## src/hw/rtl/qbal_pkg.sv

```systemverilog
// Package: shared types and constants for the quadratic Bezier arc length block.
package qbal_pkg;

    localparam int COORD_W = 32;
    localparam int SUM_W   = 48;
    localparam int STEP_W  = 16;
    localparam logic [STEP_W-1:0] STEP_RESET = 16'd655;
    localparam logic [SUM_W-1:0]  SUM_MAX    = {SUM_W{1'b1}};

    typedef struct packed {
        logic signed [COORD_W-1:0] start_x;
        logic signed [COORD_W-1:0] start_y;
        logic signed [COORD_W-1:0] ctrl_x;
        logic signed [COORD_W-1:0] ctrl_y;
        logic signed [COORD_W-1:0] end_x;
        logic signed [COORD_W-1:0] end_y;
        logic                      last_segment;
    } seg_in_t;

    typedef struct packed {
        logic [SUM_W-1:0] total_length;
        logic             path_done;
        logic             saturated;
    } seg_out_t;

    typedef enum logic [3:0] {
        ST_IDLE,
        ST_LA,
        ST_LA_W,
        ST_LC,
        ST_LC_W,
        ST_DIFF,
        ST_SQX,
        ST_SQY,
        ST_SQRT,
        ST_ACC,
        ST_OUT
    } eng_state_t;

endpackage

```

## src/hw/rtl/qbal_front.sv

```systemverilog
// Front end: request intake with a two-entry queue toward the engine.
module qbal_front (
    input  logic              aclk,
    input  logic              aresetn,
    input  logic              s_valid,
    output logic              s_ready,
    input  qbal_pkg::seg_in_t s_data,
    output logic              q_valid,
    input  logic              q_ready,
    output qbal_pkg::seg_in_t q_data
);
    qbal_pkg::seg_in_t mem_reg [2];
    logic       wp_reg, rp_reg;
    logic [1:0] cnt_reg;
    logic       push, pop;

    assign s_ready = (cnt_reg != 2'd2);
    assign q_valid = (cnt_reg != 2'd0);
    assign q_data  = mem_reg[rp_reg];
    assign push    = s_valid && s_ready;
    assign pop     = q_valid && q_ready;

    always_ff @(posedge aclk) begin
        if (push) begin
            mem_reg[wp_reg] <= s_data;
        end
        if (!aresetn) begin
            wp_reg  <= 1'b0;
            rp_reg  <= 1'b0;
            cnt_reg <= 2'd0;
        end else begin
            if (push) wp_reg <= ~wp_reg;
            if (pop)  rp_reg <= ~rp_reg;
            cnt_reg <= cnt_reg + {1'b0, push} - {1'b0, pop};
        end
    end
endmodule

```

## config.mk

```make
export PLATFORM = sky130hd
export DESIGN_NAME = qbal_front
export DESIGN_NICKNAME = d
export VERILOG_FILES = /design/src/hw/rtl/qbal_pkg.sv /design/src/hw/rtl/qbal_front.sv
export SDC_FILE = /design/constraint.sdc
export NUM_CORES = 1
export LEC_CHECK = 0
export BUFFER_PORTS_ARGS = -buffer_cell sky130_fd_sc_hd__buf_2
export CORE_MARGIN = 2
export CORE_UTILIZATION = 56
export CTS_CLUSTER_SIZE = 20
export DETAILED_ROUTE_END_ITERATION = 10
export PLACE_DENSITY = 0.87
export RECOVER_POWER = 25
export SYNTH_ARGS = -nofsm -noshare
export SYNTH_HDL_FRONTEND = slang
export SYNTH_SLANG_ARGS = --single-unit
```

## constraint.sdc

```tcl
create_clock -name aclk -period 16.83 [get_ports aclk]
set_input_delay 0.8415 -clock aclk [delete_from_list [all_inputs] [get_ports aclk]]
set_output_delay 0.8415 -clock aclk [all_outputs]
set_load 0.01 [all_outputs]
```

After elaboration in Yosys (flattened, before gate mapping)
Memories as Yosys holds them, arrays and structs flattened. A register that Yosys moved wholly into a read port is not among the register bits.
Index checks and enable logic that the tools add are counted.
{"block": "word_totals", "regBits": 4, "ramBits": 386, "inputBits": 197, "out_inout_bits": 195, "word_cells": 16, "mem_count": 1}
{"block": "classes", "n_addsub": 2, "n_eq_ne": 1, "n_mux": 4, "bitwise": 2, "reduce_logical": 3}
{"name": "mem_reg", "words": 2, "word_bits": 193, "rd": 1, "rd_ports_with_merged_regs": 1, "write_ports": 1, "line_no": "qbal_front.sv:12", "text": "qbal_pkg::seg_in_t mem_reg [2];"}
{"operator": "$mux 1", "n": 4}
{"operator": "$add 2x1->2", "n": 1}
{"operator": "$logic_and 1x1->1", "n": 2}
{"operator": "$ne 2x2->1 const B", "n": 1}
{"operator": "$not 1->1", "n": 2}
{"operator": "$reduce_bool 2->1", "n": 1}
{"operator": "$sub 2x1->2", "n": 1}

Logic depth before layout (Yosys ltp)
Gate-level depths: netlist of run 1.
{"block": "depth", "ltp_word": 4, "depth_mapped": 8, "ltp_nobuf": 8}

Worst setup path before layout of run 1
No wires, ideal clock.
{"block": "synth_timing", "path_kind": "input to register", "from": "in s_valid", "to": "mem mem_reg[0][0] (netlist name), enable pin", "setup_time_ns": 0.749, "arrival_time_ns": 8.940, "required_time_ns": 16.081, "path_slack_ns": 7.141, "cell_stages": 2, "n_path_buf": 0, "cell_sequence": "nand2_1 nor2_1"}
{"block": "synth_via", "elab_chain_len": 3}
{"element": "start: declaration", "line_no": "qbal_front.sv:5", "text": "input logic s_valid,"}
{"element": "$logic_and 1x1->1", "line_no": "qbal_front.sv:20", "text": "assign push = s_valid && s_ready;"}
{"element": "$mux 1", "line_no": "qbal_front.sv:24", "text": "if (push) begin"}
{"element": "$mux 1 (not written as such)", "line_no": "qbal_front.sv:25", "text": "mem_reg[wp_reg] <= s_data;"}
{"element": "end: declaration", "line_no": "qbal_front.sv:12"}
Every way passes these cells.

==> results of run 1 <==
[synthesized netlist by cell type]
library cell / count / area (sq um)
sky130_fd_sc_hd__nand2b_1: 2 / 12.5
sky130_fd_sc_hd__buf_6: 17 / 191
sky130_fd_sc_hd__and3_1: 1 / 6.26
sky130_fd_sc_hd__buf_4: 2 / 15.0
sky130_fd_sc_hd__o21a_1: 1 / 7.51
sky130_fd_sc_hd__mux2_2: 193 / 2170
sky130_fd_sc_hd__nand2_1: 2 / 7.51
sky130_fd_sc_hd__dfxtp_1: 5 / 100
sky130_fd_sc_hd__nor2_1: 1 / 3.75
sky130_fd_sc_hd__edfxtp_1: 386 / 11600
sky130_fd_sc_hd__inv_1: 1 / 3.75
sky130_fd_sc_hd__nor2b_1: 2 / 12.5
sky130_fd_sc_hd__and2_1: 2 / 12.5
sky130_fd_sc_hd__ha_1: 2 / 25.0
sky130_fd_sc_hd__mux2i_1: 1 / 10.0
sky130_fd_sc_hd__xnor2_1: 3 / 26.3
sky130_fd_sc_hd__or2_2: 1 / 6.26
sky130_fd_sc_hd__buf_2: 2 / 10.0
[metal layers]
metal  share of wire, %  routed length (um)
met1                 34                9820
met3                 10                3010
met2                 52               15000
met4                3.4                 969
met5              0.045                  13
[worst max path at each step]
stage,end,slack (ns),depth (start not counted)
after floorplan,mem_reg[0][0],7.14,2
after global placement,mem_reg[0][123],13.50,5
after detailed placement,mem_reg[0][11],13.49,5
after CTS,q_data[139],13.20,3
after global routing,q_data[148],13.09,3
final,q_data[139],13.25,3
[critical path, cell delays in order, from the launching register on]
cell	delay, ns
sky130_fd_sc_hd__dfxtp_4	0.69
sky130_fd_sc_hd__buf_4	0.89
sky130_fd_sc_hd__mux2_2	0.45
sky130_fd_sc_hd__buf_2	0.15
[final cells by class]
cell class / count / area [sq um]
inverters: 1 / 3.75
clock inverters: 20 / 169
flip-flops and latches: 391 / 11700
diodes: 2 / 5.00
well taps: 330 / 413
repair buffers: 398 / 1970
fillers: 1528 / 7410
multi-input cells: 211 / 2320
clock buffers: 49 / 1060
[kinds of logic after synthesis]
| logic type | synth area share, % |
|---|---|
| XOR/XNOR | 0.185 |
| flip-flops | 82.2 |
| AND/OR/NAND/NOR | 0.431 |
| multiplexers | 15.4 |
| adder cells (fa/ha/maj) | 0.176 |
| AO/OA/AOI/OAI | 0.0528 |
| buffers and inverters | 1.55 |
[power by group through the flow]
stage / sequential, mW / combinational (mW) / clock [mW]
3_5_place_dp: 1.29 / 0.592 / 0
2_1_floorplan: 1.30 / 0.393 / 0
3_3_place_gp: 1.28 / 0.584 / 0
6_report: 1.27 / 0.590 / 0.822
4_1_cts: 1.27 / 0.599 / 0.837
5_1_grt: 1.28 / 0.633 / 0.875
[through the flow]
| stage | power (mW) | utilization (%) |
|---|---|---|
| floorplan | 1.69 | - |
| global placement | 1.86 | 65.7 |
| detailed placement | 1.88 | 65.7 |
| CTS | 2.70 | 70.5 |
| global route | 2.79 | 70.4 |
| finish | 2.68 | 70.4 |
==> impl_metrics.toml, run 1 <==
[outcome]
run_status = "finished clean"

[timing]
setup-violations-final = 0
tns_ns = 0
hold_viol = 0
max_clock_freq_mhz = 279
post-route-period-util_pct = 21.3
worst_slew_margin_rel_pct = 27.3
unrepaired_setup_endpoints_after_global_routing = "false"
worst_slew_pin_slew_ns = 1.09
timing.final.ws_setup_ns = 13.25
final.hold.worst_slack_ns = 0.519
report.final.slew_viol_count = 0
fin_crit_ns = 3.58
finClkSkew_ns = 0.0122

[floorplan]
floorplan.die.height_um = 163
die-area_sq_mm = 0.0267
die_width_um = 163
effective_utilization_at_floorplan_pct = 56.8
pin_count = 392
core.rowCount = 58
core_sq_mm = 0.0250

[critical_path]
crit_arrival_ns = 2.74
critical_path_peak_fanout = 80
timing.critical_path.to_type = "primary output"
rr_endpoint = "mem_reg[0][138]"
critical_path.startpoint_type = "register"
reg2reg_setup_slack_ns = 13.85
ff2ff_path_depth = 5
worstPathRequired_ns = 15.99
reg2reg_from = "cnt_reg[0]"
worst-setup-path-type = "register to primary output"

[layout]
most_frequent_cells_in_the_layout = "sky130_fd_sc_hd__edfxtp_1, sky130_fd_sc_hd__buf_2, sky130_fd_sc_hd__mux2_2"
largest_register_ffs = 386
drive_gt1_share_pct = 57.7
layoutNonFillerInstCount = 1402
synthToLayoutAreaGrowth_pct = 24.0
layout.nets = 1241
layout.cell_area.non_filler_sq_mm = 0.0176
layout_commonest_cell = "sky130_fd_sc_hd__edfxtp_1"

[routing]
detail_route.wl_per_cell_um = 20.6
drt-initial-drc-count = 556
final_antenna_net_count = 0
vias = 7367
dr_vias_cell = 5.25
drc = 0
drt_pass1_iterations = 5
totalWireLength_um = 28900

[pwr]
total_switching_power_mw = 0.696
static-leakage-power_nw = 6.51
swShare_pct = 26.0
clock_power_share_pct = 30.7
power.internal_mw = 1.98
vdd.ir_drop.worst_mv = 0.116
share_seq_of_total_power_pct = 47.3
p_per_area_mw_per_mm2 = 152
comb_power_share_pct = 22.0

[logic_synthesis]
post_synthesis_net_count = 823
synth_sequential_area_ratio_pct = 82.2
post_synth_inst_count = 624
synth_seq_cells = 391
syn-mean-instance-area_sq_um = 22.8
synth_area_sq_mm = 0.0142
synth_cell_type_count = 18
yosysWarningCount = 0

[place]
dpl.hpwl_um = 19300
place_area_sq_mm = 0.0164
global_placement_routability_congestion = 0.776
placement.io_buffers = 391
place.detailed.instances = 1331
preCtsSetupSlack_ns = 13.49

[clock_network]
post-cts-setup-buffer-count = 0
tritoncts.num_buffers = 39
clock_path_buffers = 3
post_cts_resize_count = 0
cts_root_buffer = "sky130_fd_sc_hd__clkbuf_16"
cts_sinks = 391
clk-insertion-delay-late_ns = 0.51
clkTransAtPathRegs_ns = 0.06
cts_tree = "done"
htree_num_levels = 2
holdBufCountCts = 0

[global_route]
track_usage_pct = 20.9
gr-total-overflow = 0
grt_start_max_net_pins = 82
grt_pass1_vias = 7737
grt_antenna_before_repair = 3
grt_pass1_wl_um = 41800
grtUsageMet2_pct = 37.6
met1_usage_pct = 22.5
grt-busiest-layer = "met2"
grt.met3_usage_pct = 7.52

[worst_hold_path]
hold_path_depth = 1
hold_path_class = "input port to register"
min-delay-start = "s_data[103]"
hold_path_end = "mem_reg[1][103]"

[job]
cap_violations = 0
Note: power is estimated with default switching activity, not from simulation.
==> run 2: changes to the inputs <==
--- a/config.mk
+++ b/config.mk
@@ -7,10 +7,10 @@
 export LEC_CHECK = 0
 export BUFFER_PORTS_ARGS = -buffer_cell sky130_fd_sc_hd__buf_2
 export CORE_MARGIN = 2
-export CORE_UTILIZATION = 56
+export CORE_UTILIZATION = 52
 export CTS_CLUSTER_SIZE = 20
 export DETAILED_ROUTE_END_ITERATION = 10
-export PLACE_DENSITY = 0.87
+export PLACE_DENSITY = 0.81
 export RECOVER_POWER = 25
 export SYNTH_ARGS = -nofsm -noshare
 export SYNTH_HDL_FRONTEND = slang
==> constraint.sdc (replaced) <==
create_clock -name aclk -period 3.45 [get_ports aclk]
set_input_delay 0.1725 -clock aclk [delete_from_list [all_inputs] [get_ports aclk]]
set_output_delay 0.1725 -clock aclk [all_outputs]
set_load 0.01 [all_outputs]
==> run 2 against run 1 <==
Global-route usage is 2.3 points higher; critical path depth stayed put; non-clock buffer count rose by 202; via count up 14%; sequential power grew to 4.8 times the previous value; critical path type unchanged; critical endpoint is now q_data[122]; largest cell class unchanged; highest routed layer is now met4.
==> impl_metrics.toml, run 2 (synthesis gave the netlist of run 1 again) <==
[critical_path]
critical_path.top_delay_family = "buffers and inverters"
ff2ff_path_depth = 3
critical_path_s_largest_stage_delay_ns = 0.57
worst-setup-path-type = "register to primary output"
critical_path.startpoint_type = "register"
critical_path_peak_fanout = 156
worstPathRequired_ns = 3.28
cp_slowest_cell = "sky130_fd_sc_hd__buf_12"
cp_cell_sequence = "buf_12, mux2_2, buf_2"
cp.buffers_inverters = 2
critical_path_cell_count = 3
timing.critical_path.to_type = "primary output"
crit_arrival_ns = 2.19

[job]
cap_violations = 0

[clock_network]
cts_tree = "done"
post_cts_resize_count = 0
cts_sinks = 391
clkTransAtPathRegs_ns = 0.06
tritoncts.num_buffers = 39
post-cts-setup-buffer-count = 0
htree_num_levels = 2
cts_root_buffer = "sky130_fd_sc_hd__clkbuf_16"
clk-insertion-delay-late_ns = 0.51
clock_path_buffers = 3
holdBufCountCts = 195

[layout]
most_frequent_cells_in_the_layout = "sky130_fd_sc_hd__edfxtp_1, sky130_fd_sc_hd__buf_2, sky130_fd_sc_hd__dlygate4sd3_1"
synthToLayoutAreaGrowth_pct = 38.0
layout_commonest_cell = "sky130_fd_sc_hd__edfxtp_1"
multiInputGateArea_sq_mm = 0.00233
largest_register_ffs = 386
layoutNonFillerInstCount = 1610
drive_gt1_share_pct = 44.4
ff_latch_area_sq_mm = 0.0117
layout.nets = 1443
final.fill_count = 1560
layout.cell_area.non_filler_sq_mm = 0.0196

[routing]
detail_route.wl_per_cell_um = 21.2
totalWireLength_um = 34100
dr_vias_cell = 5.21
drc = 0
final_antenna_net_count = 0
drt-initial-drc-count = 605
drt_pass1_iterations = 6
vias = 8382

[place]
placement.io_buffers = 391
preCtsSetupSlack_ns = 1.44
place.detailed.instances = 1349
dpl.hpwl_um = 18500
global_placement_routability_congestion = 0.746
place_area_sq_mm = 0.0166

[timing]
finClkSkew_ns = 0.0122
worst_slew_pin_slew_ns = 0.913
final.hold.worst_slack_ns = 0.153
timing.final.ws_setup_ns = 1.09
post-route-period-util_pct = 68.3
report.final.slew_viol_count = 0
max_clock_freq_mhz = 424
hold_viol = 0
setup-violations-final = 0
fin_crit_ns = 2.36
unrepaired_setup_endpoints_after_global_routing = "false"
tns_ns = 0
worst_slew_margin_rel_pct = 39.1

[floorplan]
pin_count = 392
core_sq_mm = 0.0269
core.rowCount = 60
die-area_sq_mm = 0.0287
die_width_um = 169
floorplan.die.height_um = 169
effective_utilization_at_floorplan_pct = 52.9

[pwr]
vdd.ir_drop.worst_mv = 0.534
static-leakage-power_nw = 7.19
p_per_area_mw_per_mm2 = 681

[worst_hold_path]
hold_path_depth = 4
hold_path_class = "input port to register"

[outcome]
run_status = "finished clean"

[global_route]
track_usage_pct = 23.1
grt_pass1_vias = 9064
grt_start_max_net_pins = 157
gr-total-overflow = 0
grt_pass1_wl_um = 50500
grt_antenna_before_repair = 2
## run 2: final timing paths
kind               from              end  slack, ns
max            register      q_data[122]       1.09
min             q_ready           rp_reg       0.15
max reg2reg  cnt_reg[0]  mem_reg[1][127]       1.49
min reg2reg      wp_reg           wp_reg       0.53
## run 2: layout make-up
cell class	count	area share, %
Tap cell	341	2.18
Sequential cell	391	59.6
Antenna cell	2	0.0255
Clock inverter	18	0.702
Clock buffer	46	5.33
Inverter	1	0.0191
Timing Repair Buffer	600	20.2
Multi-Input combinational cell	211	11.9
## run 2: report_power, final
part	switching (mW)	leakage [nW]	internal (mW)	total, mW
sequential	0.166	3.65	5.97	6.13
combinational	1.75	2.96	1.50	3.25
clock	1.68	0.582	2.30	3.98
## run 2: per-stage QoR
stage	utilization, %	power, mW
after floorplan	-	8.14
after global placement	61.7	9.15
after detailed placement	61.7	9.22
after CTS	73.4	13.3
after global routing	73.0	13.9
final	73.0	13.4
## run 2: metal layers
metal	global-route usage [%]	up-vias	share of wire [%]
met3	6.37	76	8.3
li1	-	3728	-
met2	41.6	423	53
met5	0	-	0
met1	26.4	4155	36
met4	8.84	0	3.4
## run 2: worst reg2reg max path, cell delays in order (launching register included)
cell and delay [ns]:
sky130_fd_sc_hd__dfxtp_2 0.35, sky130_fd_sc_hd__nand2b_4 0.15, sky130_fd_sc_hd__and3_4 0.79, sky130_fd_sc_hd__buf_4 0.38
==> run 3: changes to the inputs <==
--- a/config.mk
+++ b/config.mk
@@ -7,10 +7,10 @@
 export LEC_CHECK = 0
 export BUFFER_PORTS_ARGS = -buffer_cell sky130_fd_sc_hd__buf_2
 export CORE_MARGIN = 2
-export CORE_UTILIZATION = 52
+export CORE_UTILIZATION = 47
 export CTS_CLUSTER_SIZE = 20
 export DETAILED_ROUTE_END_ITERATION = 10
-export PLACE_DENSITY = 0.81
+export PLACE_DENSITY = 0.78
 export RECOVER_POWER = 25
 export SYNTH_ARGS = -nofsm -noshare
 export SYNTH_HDL_FRONTEND = slang
==> constraint.sdc (replaced) <==
create_clock -name aclk -period 2.07 [get_ports aclk]
set_input_delay 0.1035 -clock aclk [delete_from_list [all_inputs] [get_ports aclk]]
set_output_delay 0.1035 -clock aclk [all_outputs]
set_load 0.01 [all_outputs]
==> run 3 against run 2 <==
Utilization down 6.4 points; power up 65%; global-route usage down 2.7 points; die area up 10%; clock skew down 0.00081 ns; combinational power up 71%; largest cell class unchanged; largest power group unchanged.
==> impl_metrics.toml, run 3 (synthesis gave the netlist of run 1 again) <==
[place]
dpl.hpwl_um = 19600
placement.io_buffers = 391
preCtsSetupSlack_ns = 0.411
global_placement_routability_congestion = 0.734

[layout]
multiInputGateArea_sq_mm = 0.00233
layout.nets = 1451
ff_latch_area_sq_mm = 0.0117
layout_commonest_cell = "sky130_fd_sc_hd__edfxtp_1"
synthToLayoutAreaGrowth_pct = 39.1
largest_register_ffs = 386
drive_gt1_share_pct = 44.6
final.fill_count = 1962
most_frequent_cells_in_the_layout = "sky130_fd_sc_hd__edfxtp_1, sky130_fd_sc_hd__buf_2, sky130_fd_sc_hd__dlygate4sd3_1"

[critical_path]
worstPathRequired_ns = 1.97
crit_arrival_ns = 1.89
critical_path.startpoint_type = "register"
timing.critical_path.to_type = "primary output"
critical_path_peak_fanout = 71
worst-setup-path-type = "register to primary output"

[routing]
dr_vias_cell = 4.93
detail_route.wl_per_cell_um = 20.3
drt-initial-drc-count = 516
final_antenna_net_count = 0
totalWireLength_um = 33900
drt_pass1_iterations = 4
drc = 0
vias = 8250

[global_route]
grt_pass1_wl_um = 48600
gr-total-overflow = 0
track_usage_pct = 20.5
grtUsageMet2_pct = 37.8
grt_start_max_net_pins = 72
met1_usage_pct = 21.8
grt_pass1_vias = 8818
grt-busiest-layer = "met2"
grt.met3_usage_pct = 6.34
grt_antenna_before_repair = 3

[clock_network]
post_cts_resize_count = 0
clkTransAtPathRegs_ns = 0.06
cts_sinks = 391
post-cts-setup-buffer-count = 0
clock_path_buffers = 3
tritoncts.num_buffers = 39
cts_root_buffer = "sky130_fd_sc_hd__clkbuf_16"
htree_num_levels = 2
cts_tree = "done"
clk-insertion-delay-late_ns = 0.51

[timing]
unrepaired_setup_endpoints_after_global_routing = "false"
worst_slew_margin_rel_pct = 69.3
timing.final.ws_setup_ns = 0.0791
setup-violations-final = 0
tns_ns = 0
hold_viol = 0
fin_crit_ns = 1.99
finClkSkew_ns = 0.0114
max_clock_freq_mhz = 502
worst_slew_pin_slew_ns = 0.460
post-route-period-util_pct = 96.2
report.final.slew_viol_count = 0

[floorplan]
die_width_um = 178
core.rowCount = 63
floorplan.die.height_um = 178
pin_count = 392
core_sq_mm = 0.0297
die-area_sq_mm = 0.0317
effective_utilization_at_floorplan_pct = 47.8

[pwr]
vdd.ir_drop.worst_mv = 0.810
static-leakage-power_nw = 7.23
p_per_area_mw_per_mm2 = 1120

[outcome]
run_status = "finished clean"

[worst_hold_path]
hold_path_class = "input port to register"

[job]
cap_violations = 0
[run 3: cell count changes in the layout (fill, tap and decap cells not counted), moves of 5 or more]
cell,delta
sky130_fd_sc_hd__buf_12,+6
sky130_fd_sc_hd__buf_2,+6
sky130_fd_sc_hd__clkinv_1,+6
sky130_fd_sc_hd__clkinv_2,-5
[run 3: final timing paths]
kind	from	to	slack, ns	depth (start not counted)
max	register	q_data[84]	0.08	3
min	q_ready	rp_reg	0.05	4
max reg2reg	cnt_reg[0]	mem_reg[0][158]	0.45	5
min reg2reg	wp_reg	wp_reg	0.53	2
[run 3: layout make-up]
type	count	share of cell area, %
diodes	4	0.0506
clock buffers	50	5.36
clock inverters	17	0.373
inverters	1	0.0190
multi-input cells	211	11.8
flip-flops and latches	391	59.1
well taps	390	2.47
repair buffers	608	20.8
[run 3: repair_timing]
action	4_1_cts	5_1_grt
setup endpoints to repair	0	0
hold buffers	195	0
hold endpoints to repair	391	0
[run 3: critical path, stage by stage (launching register included)]
cell	delay [ns]
sky130_fd_sc_hd__dfxtp_4	0.39
sky130_fd_sc_hd__buf_12	0.31
sky130_fd_sc_hd__mux2_2	0.42
sky130_fd_sc_hd__buf_2	0.15
[run 3: metrics by stage]
stage          total power, mW  hold WS [ns]  area (sq um)  instances  utilization (%)
6_report                  22.1        0.0543         19800       1672             66.5
5_1_grt                   22.9        0.0735         19800       1670             66.5
4_1_cts                   22.1        0.0314         19900       1668             66.9
3_5_place_dp              15.5         0.294         16800       1406             56.5
3_3_place_gp              15.4         0.292         16800       1406             56.5
2_1_floorplan             13.6         0.202         14200        624                -
[run 3: metal layers]
layer  vias to the layer above  wire length, um
met5                         -                0
met4                         0             1040
met3                        80             3040
met2                       393            17700
met1                      4031            12100
li1                       3746                -
[run 3: power by group]
part	internal (mW)	switching [mW]
registers	9.93	0.264
logic	2.61	2.94
clock network	3.59	2.76
